$ cat config.mk
export PLATFORM = sky130hd
export DESIGN_NAME = lbm_d2q5_wave_collide_stream
export DESIGN_NICKNAME = d
export VERILOG_FILES = /design/src/rtl/core/lbmw_pkg.sv /design/src/rtl/core/lbmw_front.sv /design/src/rtl/core/lbmw_queue.sv /design/src/rtl/core/lbmw_back.sv /design/src/rtl/core/lbm_d2q5_wave_collide_stream.sv
export SDC_FILE = /design/constraint.sdc
export NUM_CORES = 2
export LEC_CHECK = 0
export ABC_AREA = 1
export BUFFER_PORTS_ARGS = -buffer_cell sky130_fd_sc_hd__buf_4
export CORE_ASPECT_RATIO = 0.5
export CORE_MARGIN = 3
export CORE_UTILIZATION = 38
export DETAILED_ROUTE_END_ITERATION = 8
export PLACE_DENSITY = 0.56
export SLEW_MARGIN = 20
export SYNTH_ARGS = -nofsm -noshare
export SYNTH_HDL_FRONTEND = slang
export SYNTH_SLANG_ARGS = --single-unit
$ cat constraint.sdc
create_clock -name clk -period 17.7 [get_ports clk]
set_clock_uncertainty 0.05 [all_clocks]
set_input_delay 2.655 -clock clk [delete_from_list [all_inputs] [get_ports clk]]
set_output_delay 2.655 -clock clk [all_outputs]
set_load 0.01 [all_outputs]
$ cat src/rtl/core/lbmw_pkg.sv
// Shared types, constants and fixed-point helpers for the D2Q5 wave
// collide-and-stream block. Used by every module in rtl/core.
package lbmw_pkg;

  localparam int GRID_X     = 128;
  localparam int GRID_Y     = 128;
  localparam int VALUE_BITS = 24;
  localparam int FRAC_BITS  = 16;

  localparam int CW  = 7;                 // coordinate field width
  localparam int VW  = VALUE_BITS;        // distribution width
  localparam int DW  = VW + 1;            // exact difference width
  localparam int TW  = 18;                // Q2.16 factor width
  localparam int C2W = 16;                // Q0.16 factor width
  localparam int PW  = DW + 2;            // rounded product width
  localparam int SW  = VW + 4;            // wide intermediate width

  localparam int NDIR      = 5;
  localparam int DIRW      = 3;
  localparam int IN_DATA_W  = 160;
  localparam int OUT_DATA_W = 40;
  localparam int CFG_IDX_W  = 4;
  localparam int CFG_DATA_W = TW;

  localparam logic [DIRW-1:0] DIR_REST  = 3'd0;
  localparam logic [DIRW-1:0] DIR_EAST  = 3'd1;
  localparam logic [DIRW-1:0] DIR_NORTH = 3'd2;
  localparam logic [DIRW-1:0] DIR_WEST  = 3'd3;
  localparam logic [DIRW-1:0] DIR_SOUTH = 3'd4;

  localparam logic [CFG_IDX_W-1:0] CFG_C_SQUARED = 4'd0;
  localparam logic [CFG_IDX_W-1:0] CFG_INV_TAU   = 4'd1;

  localparam logic [C2W-1:0] C_SQUARED_RST = 16'd16384;
  localparam logic [TW-1:0]  INV_TAU_RST   = 18'd131072;

  typedef struct packed {
    logic [CW-1:0]             x;
    logic [CW-1:0]             y;
    logic [NDIR-1:0][VW-1:0]   f;
    logic                      src;
    logic signed [VW-1:0]      rho;
    logic signed [VW-1:0]      jx;
    logic signed [VW-1:0]      jy;
    logic signed [PW-1:0]      c2r;
  } cell_t;

  // saturate a wide signed value to the distribution range
  function automatic logic signed [VW-1:0] sat(input logic signed [SW-1:0] v);
    logic signed [VW-1:0] r;
    if (!v[SW-1] && (|v[SW-2:VW-1])) begin
      r = {1'b0, {(VW-1){1'b1}}};
    end else if (v[SW-1] && !(&v[SW-2:VW-1])) begin
      r = {1'b1, {(VW-1){1'b0}}};
    end else begin
      r = v[VW-1:0];
    end
    return r;
  endfunction

  // a * t / 2^16, round to nearest, ties away from zero
  function automatic logic signed [PW-1:0] mulq(input logic signed [DW-1:0] a,
                                                input logic [TW-1:0] t);
    logic [DW-1:0]    m;
    logic [DW+TW-1:0] p;
    logic [DW+TW-1:0] r;
    logic [PW-1:0]    q;
    m = a[DW-1] ? DW'(-a) : DW'(a);
    p = (DW+TW)'(m) * (DW+TW)'(t);
    r = (p + (DW+TW)'(1 << (FRAC_BITS - 1))) >> FRAC_BITS;
    q = PW'(r);
    return a[DW-1] ? PW'(-q) : q;
  endfunction

  // s * 0.5, round to nearest, ties away from zero
  function automatic logic signed [SW-1:0] halfq(input logic signed [SW-1:0] s);
    logic [SW-1:0] m;
    logic [SW-1:0] q;
    m = s[SW-1] ? SW'(-s) : SW'(s);
    q = (m + SW'(1)) >> 1;
    return s[SW-1] ? SW'(-q) : q;
  endfunction

endpackage

$ cat src/rtl/core/lbmw_front.sv
// Front end: accepts cell beats, forms rho (the source density for source cells), Jx, Jy and c2*rho.
// Depends on lbmw_pkg; feeds lbmw_queue.
module lbmw_front import lbmw_pkg::*; (
  input  logic                  clk,
  input  logic                  rst_n,
  input  logic                  in_tvalid,
  output logic                  in_tready,
  input  logic [IN_DATA_W-1:0]  in_tdata,
  input  logic                  in_tuser,
  input  logic [C2W-1:0]        c_squared,
  output logic                  q_valid,
  input  logic                  q_ready,
  output cell_t                 q_entry
);

  logic                   a_valid_r;
  logic [CW-1:0]          a_x_r, a_y_r;
  logic [NDIR-1:0][VW-1:0] a_f_r;
  logic                   a_src_r;
  logic signed [VW-1:0]   a_sd_r;

  logic                   b_valid_r;
  logic [CW-1:0]          b_x_r, b_y_r;
  logic [NDIR-1:0][VW-1:0] b_f_r;
  logic                   b_src_r;
  logic signed [VW-1:0]   b_rho_r, b_jx_r, b_jy_r;

  logic                   c_valid_r;
  cell_t                  c_entry_r;

  logic                   en;
  logic signed [VW-1:0]   rho_nxt, jx_nxt, jy_nxt;
  logic signed [VW-1:0]   fr, fe, fn, fw, fs;

  assign en        = !c_valid_r || q_ready;
  assign in_tready = en;
  assign q_valid   = c_valid_r;
  assign q_entry   = c_entry_r;

  assign fr = a_f_r[DIR_REST];
  assign fe = a_f_r[DIR_EAST];
  assign fn = a_f_r[DIR_NORTH];
  assign fw = a_f_r[DIR_WEST];
  assign fs = a_f_r[DIR_SOUTH];

  always_comb begin
    rho_nxt = sat(SW'(fr) + SW'(fe) + SW'(fn) + SW'(fw) + SW'(fs));
    if (a_src_r) begin
      rho_nxt = a_sd_r;
    end
    jx_nxt = sat(SW'(fe) - SW'(fw));
    jy_nxt = sat(SW'(fn) - SW'(fs));
  end

  always_ff @(posedge clk) begin
    if (!rst_n) begin
      a_valid_r <= 1'b0;
      b_valid_r <= 1'b0;
      c_valid_r <= 1'b0;
    end else if (en) begin
      a_valid_r <= in_tvalid;
      b_valid_r <= a_valid_r;
      c_valid_r <= b_valid_r;
    end
  end

  always_ff @(posedge clk) begin
    if (en) begin
      a_x_r    <= CW'(in_tdata[6:0] % GRID_X);
      a_y_r    <= CW'(in_tdata[13:7] % GRID_Y);
      a_f_r[DIR_REST]  <= in_tdata[37:14];
      a_f_r[DIR_EAST]  <= in_tdata[61:38];
      a_f_r[DIR_NORTH] <= in_tdata[85:62];
      a_f_r[DIR_WEST]  <= in_tdata[109:86];
      a_f_r[DIR_SOUTH] <= in_tdata[133:110];
      a_sd_r   <= in_tdata[157:134];
      a_src_r  <= in_tuser;

      b_x_r    <= a_x_r;
      b_y_r    <= a_y_r;
      b_f_r    <= a_f_r;
      b_src_r  <= a_src_r;
      b_rho_r  <= rho_nxt;
      b_jx_r   <= jx_nxt;
      b_jy_r   <= jy_nxt;

      c_entry_r.x   <= b_x_r;
      c_entry_r.y   <= b_y_r;
      c_entry_r.f   <= b_f_r;
      c_entry_r.src <= b_src_r;
      c_entry_r.rho <= b_rho_r;
      c_entry_r.jx  <= b_jx_r;
      c_entry_r.jy  <= b_jy_r;
      c_entry_r.c2r <= mulq(DW'(b_rho_r), TW'(c_squared));
    end
  end

endmodule

$ cat src/rtl/core/lbmw_queue.sv
// Four-entry queue of classified cells between front and back end.
// Depends on lbmw_pkg for the entry type.
module lbmw_queue import lbmw_pkg::*; (
  input  logic  clk,
  input  logic  rst_n,
  input  logic  push_valid,
  output logic  push_ready,
  input  cell_t push_entry,
  output logic  head_valid,
  input  logic  pop,
  output cell_t head_entry
);

  localparam int QD  = 4;
  localparam int QAW = $clog2(QD);

  cell_t            mem_r [QD];
  logic [QAW-1:0]   wr_ptr_r, rd_ptr_r;
  logic [QAW:0]     count_r;
  logic             do_push, do_pop;

  assign push_ready = (count_r != (QAW+1)'(QD));
  assign head_valid = (count_r != '0);
  assign head_entry = mem_r[rd_ptr_r];
  assign do_push    = push_valid && push_ready;
  assign do_pop     = pop && head_valid;

  always_ff @(posedge clk) begin
    if (!rst_n) begin
      wr_ptr_r <= '0;
      rd_ptr_r <= '0;
      count_r  <= '0;
    end else begin
      if (do_push) begin
        wr_ptr_r <= wr_ptr_r + 1'b1;
      end
      if (do_pop) begin
        rd_ptr_r <= rd_ptr_r + 1'b1;
      end
      if (do_push && !do_pop) begin
        count_r <= count_r + 1'b1;
      end else if (do_pop && !do_push) begin
        count_r <= count_r - 1'b1;
      end
    end
  end

  always_ff @(posedge clk) begin
    if (do_push) begin
      mem_r[wr_ptr_r] <= push_entry;
    end
  end

endmodule

$ cat src/rtl/core/lbmw_back.sv
// Back end: walks the five directions of the head cell, forms the
// equilibrium, relaxes it (source cells take the equilibrium) and streams the result. Depends on lbmw_pkg.
module lbmw_back import lbmw_pkg::*; (
  input  logic                   clk,
  input  logic                   rst_n,
  input  logic                   head_valid,
  input  cell_t                  head_entry,
  output logic                   pop,
  input  logic [TW-1:0]          inv_tau,
  output logic                   out_tvalid,
  input  logic                   out_tready,
  output logic [OUT_DATA_W-1:0]  out_tdata,
  output logic [DIRW-1:0]        out_tuser,
  output logic                   out_tlast
);

  logic                 en, take;
  logic [DIRW-1:0]      dir_r;

  logic                 s1_valid_r;
  logic [DIRW-1:0]      s1_dir_r;
  logic [CW-1:0]        s1_dx_r, s1_dy_r;
  logic signed [VW-1:0] s1_f_r, s1_eq_r;
  logic signed [DW-1:0] s1_diff_r;
  logic                 s1_src_r;

  logic                 s2_valid_r;
  logic [DIRW-1:0]      s2_dir_r;
  logic [CW-1:0]        s2_dx_r, s2_dy_r;
  logic signed [VW-1:0] s2_f_r, s2_eq_r;
  logic signed [PW-1:0] s2_q_r;
  logic                 s2_src_r;

  logic                 out_valid_r;
  logic [DIRW-1:0]      out_dir_r;
  logic [CW-1:0]        out_dx_r, out_dy_r;
  logic signed [VW-1:0] out_post_r;

  logic signed [VW-1:0] f_nxt, eq_nxt, post_nxt;
  logic [CW-1:0]        dx_nxt, dy_nxt;
  logic [CW-1:0]        xp, xm, yp, ym;

  assign en   = !out_valid_r || out_tready;
  assign take = en && head_valid;
  assign pop  = take && (dir_r == DIR_SOUTH);

  assign xp = (head_entry.x == CW'(GRID_X - 1)) ? '0 : head_entry.x + 1'b1;
  assign xm = (head_entry.x == '0) ? CW'(GRID_X - 1) : head_entry.x - 1'b1;
  assign yp = (head_entry.y == CW'(GRID_Y - 1)) ? '0 : head_entry.y + 1'b1;
  assign ym = (head_entry.y == '0) ? CW'(GRID_Y - 1) : head_entry.y - 1'b1;

  always_comb begin
    dx_nxt = head_entry.x;
    dy_nxt = head_entry.y;
    case (dir_r)
      DIR_REST: begin
        f_nxt  = head_entry.f[DIR_REST];
        eq_nxt = sat(SW'(head_entry.rho) - SW'(head_entry.c2r) - SW'(head_entry.c2r));
      end
      DIR_EAST: begin
        f_nxt  = head_entry.f[DIR_EAST];
        eq_nxt = sat(halfq(SW'(head_entry.c2r) + SW'(head_entry.jx)));
        dx_nxt = xp;
      end
      DIR_NORTH: begin
        f_nxt  = head_entry.f[DIR_NORTH];
        eq_nxt = sat(halfq(SW'(head_entry.c2r) + SW'(head_entry.jy)));
        dy_nxt = yp;
      end
      DIR_WEST: begin
        f_nxt  = head_entry.f[DIR_WEST];
        eq_nxt = sat(halfq(SW'(head_entry.c2r) - SW'(head_entry.jx)));
        dx_nxt = xm;
      end
      DIR_SOUTH: begin
        f_nxt  = head_entry.f[DIR_SOUTH];
        eq_nxt = sat(halfq(SW'(head_entry.c2r) - SW'(head_entry.jy)));
        dy_nxt = ym;
      end
      default: begin
        f_nxt  = '0;
        eq_nxt = '0;
      end
    endcase
  end

  assign post_nxt = s2_src_r ? s2_eq_r : sat(SW'(s2_f_r) + SW'(s2_q_r));

  always_ff @(posedge clk) begin
    if (!rst_n) begin
      dir_r       <= DIR_REST;
      s1_valid_r  <= 1'b0;
      s2_valid_r  <= 1'b0;
      out_valid_r <= 1'b0;
    end else if (en) begin
      s1_valid_r  <= head_valid;
      s2_valid_r  <= s1_valid_r;
      out_valid_r <= s2_valid_r;
      if (head_valid) begin
        dir_r <= (dir_r == DIR_SOUTH) ? DIR_REST : dir_r + 1'b1;
      end
    end
  end

  always_ff @(posedge clk) begin
    if (en) begin
      s1_dir_r  <= dir_r;
      s1_dx_r   <= dx_nxt;
      s1_dy_r   <= dy_nxt;
      s1_f_r    <= f_nxt;
      s1_eq_r   <= eq_nxt;
      s1_diff_r <= DW'(eq_nxt) - DW'(f_nxt);
      s1_src_r  <= head_entry.src;

      s2_dir_r  <= s1_dir_r;
      s2_dx_r   <= s1_dx_r;
      s2_dy_r   <= s1_dy_r;
      s2_f_r    <= s1_f_r;
      s2_eq_r   <= s1_eq_r;
      s2_q_r    <= mulq(s1_diff_r, inv_tau);
      s2_src_r  <= s1_src_r;

      out_dir_r  <= s2_dir_r;
      out_dx_r   <= s2_dx_r;
      out_dy_r   <= s2_dy_r;
      out_post_r <= post_nxt;
    end
  end

  assign out_tvalid = out_valid_r;
  assign out_tuser  = out_dir_r;
  assign out_tlast  = (out_dir_r == DIR_SOUTH);
  assign out_tdata  = {{(OUT_DATA_W - 2*CW - VW){1'b0}}, out_post_r, out_dy_r, out_dx_r};

endmodule

$ cat src/rtl/core/lbm_d2q5_wave_collide_stream.sv
// D2Q5 lattice-Boltzmann wave block: one cell beat in, five streamed
// result beats out (rest, east, north, west, south; tlast on south). The
// single result channel, which the back end fills one direction per
// cycle while out_tready is high, sets the cell rate; new cells are taken
// while earlier ones are still in flight. A cell's result beats pass
// three front stages, the cell queue and three back stages. A four-entry
// queue lets the front keep taking cells while the result side stalls,
// until it fills. Values are signed Q8.16, saturated.
// Depends on lbmw_pkg, lbmw_front, lbmw_queue and lbmw_back.
module lbm_d2q5_wave_collide_stream import lbmw_pkg::*; (
  input  logic                   clk,
  input  logic                   rst_n,
  input  logic                   in_tvalid,
  output logic                   in_tready,
  // cell_x[6:0], cell_y[13:7], f_rest[37:14], f_east[61:38],
  // f_north[85:62], f_west[109:86], f_south[133:110],
  // source_density[157:134], zero fill
  input  logic [IN_DATA_W-1:0]   in_tdata,
  // is_source
  input  logic                   in_tuser,
  output logic                   out_tvalid,
  input  logic                   out_tready,
  // dest_x[6:0], dest_y[13:7], post_value[37:14], zero fill
  output logic [OUT_DATA_W-1:0]  out_tdata,
  // direction[2:0]
  output logic [DIRW-1:0]        out_tuser,
  output logic                   out_tlast,
  input  logic                   cfg_valid,
  output logic                   cfg_ready,
  input  logic [CFG_IDX_W-1:0]   cfg_index,
  input  logic [CFG_DATA_W-1:0]  cfg_data
);

  logic [C2W-1:0] c_squared_r;
  logic [TW-1:0]  inv_tau_r;

  logic  f_valid, f_ready, h_valid, h_pop;
  cell_t f_entry, h_entry;

  assign cfg_ready = 1'b1;

  always_ff @(posedge clk) begin
    if (!rst_n) begin
      c_squared_r <= C_SQUARED_RST;
      inv_tau_r   <= INV_TAU_RST;
    end else if (cfg_valid) begin
      case (cfg_index)
        CFG_C_SQUARED: c_squared_r <= cfg_data[C2W-1:0];
        CFG_INV_TAU:   inv_tau_r   <= cfg_data[TW-1:0];
        default: ;
      endcase
    end
  end

  lbmw_front u_front (
    .clk       (clk),
    .rst_n     (rst_n),
    .in_tvalid (in_tvalid),
    .in_tready (in_tready),
    .in_tdata  (in_tdata),
    .in_tuser  (in_tuser),
    .c_squared (c_squared_r),
    .q_valid   (f_valid),
    .q_ready   (f_ready),
    .q_entry   (f_entry)
  );

  lbmw_queue u_queue (
    .clk        (clk),
    .rst_n      (rst_n),
    .push_valid (f_valid),
    .push_ready (f_ready),
    .push_entry (f_entry),
    .head_valid (h_valid),
    .pop        (h_pop),
    .head_entry (h_entry)
  );

  lbmw_back u_back (
    .clk        (clk),
    .rst_n      (rst_n),
    .head_valid (h_valid),
    .head_entry (h_entry),
    .pop        (h_pop),
    .inv_tau    (inv_tau_r),
    .out_tvalid (out_tvalid),
    .out_tready (out_tready),
    .out_tdata  (out_tdata),
    .out_tuser  (out_tuser),
    .out_tlast  (out_tlast)
  );

endmodule
==> flow_summary.json <==
{
  "dp_hpwl_um": 287000,
  "cp_top_family": "simple AND/OR/NAND/NOR gates",
  "maxSlewViolCount": 0,
  "drc_errors": 0,
  "overflow": 0,
  "syn_to_final_growth_pct": 9.72,
  "routabilityCongestion": 0.953,
  "power.share.clock": 0.178,
  "hold_start": "u_front.b_x_r[2]$_DFFE_PP_",
  "drive_gt1_frac": 0.0768,
  "synthFlopType": "edfxtp_1",
  "yosys_warnings": 0,
  "fillers": 30500,
  "yosysSeqAreaShare": 0.446,
  "crit_type": "register to register",
  "p_int_uw": 10800,
  "cts_sinks": 1813,
  "tns_ns": 0,
  "hp-class": "register to register",
  "worstPathArrival_ns": 12.81,
  "post_drt_via_cell_ratio": 5.21,
  "ys_top_cells_by_area": "edfxtp_1, fa_1, nand2_1, ha_1, inv_1",
  "io_pins": 235,
  "r2r-end": "u_back.s1_diff_r[23]$_DFFE_PN_",
  "setup_viol": 0,
  "core_sq_mm": 0.314,
  "seqPwrFrac": 0.302,
  "busiest_layer": "met2",
  "min_to": "u_front.q_entry[229]$_DFFE_PP_",
  "avgSynthCellArea_sq_um": 9.37,
  "synth_enable_flop_cells": 1761,
  "synthCells": 12900,
  "crit_path_start_kind": "register",
  "row_count": 145,
  "grt_pass1_wl_um": 551000,
  "p_switching_uw": 9270,
  "first_global_vias": 84800,
  "maxCapViolations": 0,
  "fmax_mhz": 81.2,
  "comb_power_share": 0.520,
  "async_flop_share": 0,
  "seqCellArea_sq_mm": 0.0539,
  "dp.cells": 17100,
  "post-route-util": 0.422,
  "drtIter0Drc": 8632,
  "portBuffers": 229,
  "cts_buffers": 167,
  "cp_num_buf_inv": 7,
  "insertion_delay_ns": 0.85,
  "cts_hold_buffers": 0,
  "ant_nets": 0,
  "use_met1": 0.330,
  "cpMaxStageDelayCell": "a32oi_1",
  "ys_seq_elements": 1813,
  "dieArea_sq_mm": 0.325,
  "leakage_uw": 0.0570,
  "p_sw_frac": 0.462,
  "max_stage_delay_ns": 0.93,
  "yosysMostFrequentCell": "nand2_1",
  "regToRegSetupSlack_ns": 5.38,
  "vdd_drop_max_v": 0.000119,
  "crit_path_max_fanout": 130,
  "status": "complete, no violations",
  "cts_root_buffer": "clkbuf_16",
  "die_x_um": 804,
  "critPathCaptureType": "register",
  "synth_top_area_share": 0.437,
  "hold_viol_final": 0,
  "power.density_mw_per_mm2": 151,
  "cts_resized": 0,
  "cp_data_required_time_ns": 18.19,
  "cts_tree": "built",
  "yosys-top-cells-count": "nand2_1, inv_1, edfxtp_1",
  "wire_per_inst_um": 21.8,
  "layoutNonFillerInstCount": 17300,
  "met2_usage": 0.350,
  "clockBufferDepth": 4,
  "crit_top_cell": "nand2_1",
  "grt_max_degree": 200,
  "hold_depth": 0,
  "slew_headroom": 0.231,
  "vias": 90400,
  "r2r_cells": 55,
  "die_h_um": 405,
  "synth_top_area_cell": "edfxtp_1",
  "rsz0062_at_grt": "no",
  "finalCritPeriodShare": 0.696,
  "htreeDepth": 4,
  "final.min_clock_period_ns": 12.32,
  "dr.pass1.iters": 6,
  "nets": 14600,
  "start_util": 0.385,
  "postCtsSetupRepairBufs": 0,
  "routed_wl_um": 378000,
  "synthesis.area_sq_mm": 0.121,
  "antenna_found_initial": 22,
  "worst_pin_slew_ns": 1.15,
  "grt_use_met3": 0.0333,
  "synthDistinctLibCells": 75,
  "clkTransAtPathRegs_ns": 0.07,
  "multi_input_area_sq_mm": 0.0583,
  "grtUsageTotal": 0.226
}
==> metal layers <==
metal | share of wire | up-vias
met2 | 0.44 | 2822
met1 | 0.46 | 44700
li1 | - | 42500
met5 | 0.000034 | -
met3 | 0.069 | 408
met4 | 0.034 | 2
==> per-stage QoR <==
step                total power, uW  instance area [sq um]  setup slack [ns]  hold WS (ns)
floorplan                     12700                 121000              5.83         0.350
global placement              16300                 127000              5.75         0.351
detailed placement            16400                 127000              5.69         0.355
CTS                           20000                 133000              5.61         0.313
global route                  21400                 133000              4.37         0.331
finish                        20100                 133000              5.38         0.324
==> worst reg2reg max path: cells and delay by family (launching register included) <==
| family | cells | cell delay (ns) |
|---|---|---|
| AOI/OAI and AO/OA | 14 | 3.38 |
| xor gates and xnor gates | 1 | 0.15 |
| adders and majority gates | 3 | 1.19 |
| buffers and inverters | 7 | 1.91 |
| DFF | 1 | 0.46 |
| and+or+nand+nor | 30 | 4.90 |
==> layout by cell type (no fill, tap or decap), types with 22 or more instances in the layout <==
cell type	netlist	routed
a21oi_1	597	597
a22o_1	47	47
a32oi_1	76	75
buf_4	40	358
clkbuf_1	311	34
clkbuf_16	0	169
clkinv_1	8	31
dfxtp_1	52	50
edfxtp_1	1761	1761
fa_1	749	749
ha_1	584	583
inv_1	1811	1808
inv_2	45	47
nand2_1	3032	3031
nand2_2	104	105
nand3_1	640	639
nand3_2	22	22
nand3b_1	45	45
nand4_1	109	109
nor2_1	1248	1244
nor2_2	83	83
nor2_4	28	32
nor3_1	96	73
o21ai_0	570	570
o21bai_1	37	37
o22ai_1	123	123
or2_2	31	31
xnor2_1	149	149
xor2_1	226	224
==> state kept, by name, summed over array words and instances (netlist names), 25 cells and up, named ones only <==
signal	count
u_back.s1_diff_r	25
u_queue.mem_r	936
u_back.s2_q_r	27
u_front.b_f_r	120
u_front.q_entry	234
==> how the worst max path moves through the flow <==
stage	end	slack [ns]	cells past startpoint
2_1_floorplan	u_front.a_sd_r[0]$_DFFE_PP_	5.83	2
3_3_place_gp	u_back.s1_diff_r[24]$_DFFE_PN_	5.75	51
3_5_place_dp	u_back.s1_diff_r[23]$_DFFE_PN_	5.69	55
4_1_cts	u_back.s1_diff_r[24]$_DFFE_PN_	5.61	56
5_1_grt	u_back.s1_diff_r[22]$_DFFE_PN_	4.37	52
6_report	u_back.s1_diff_r[23]$_DFFE_PN_	5.38	55
==> power groups by stage <==
stage	logic [uW]	clock network, uW	registers (uW)
6_report	10400	3580	6050
4_1_cts	10300	3650	6050
3_3_place_gp	10200	0	6130
5_1_grt	11500	3830	6100
2_1_floorplan	6790	0	5920
3_5_place_dp	10300	0	6130
==> final cells by class <==
class	instances	share of cell area
Multi-Input combinational cell	8820	0.440
Sequential cell	1813	0.406
Inverter	1867	0.0530
Tap cell	4189	0.0395
Clock buffer	203	0.0328
Timing Repair Buffer	368	0.0219
Clock inverter	81	0.00650
Antenna cell	5	0.0000943
==> cell families after synthesis <==
group | count (synthesis) | share of synthesized area
flip-flops | 1813 | 0.446
other | 2 | 0.0000621
XOR/XNOR | 380 | 0.0279
adder cells (fa/ha/maj) | 1333 | 0.184
buffers and inverters | 2295 | 0.0744
AO/OA/AOI/OAI | 1600 | 0.0757
AND/OR/NAND/NOR | 5487 | 0.192
Power figures use the tool's default switching activity.
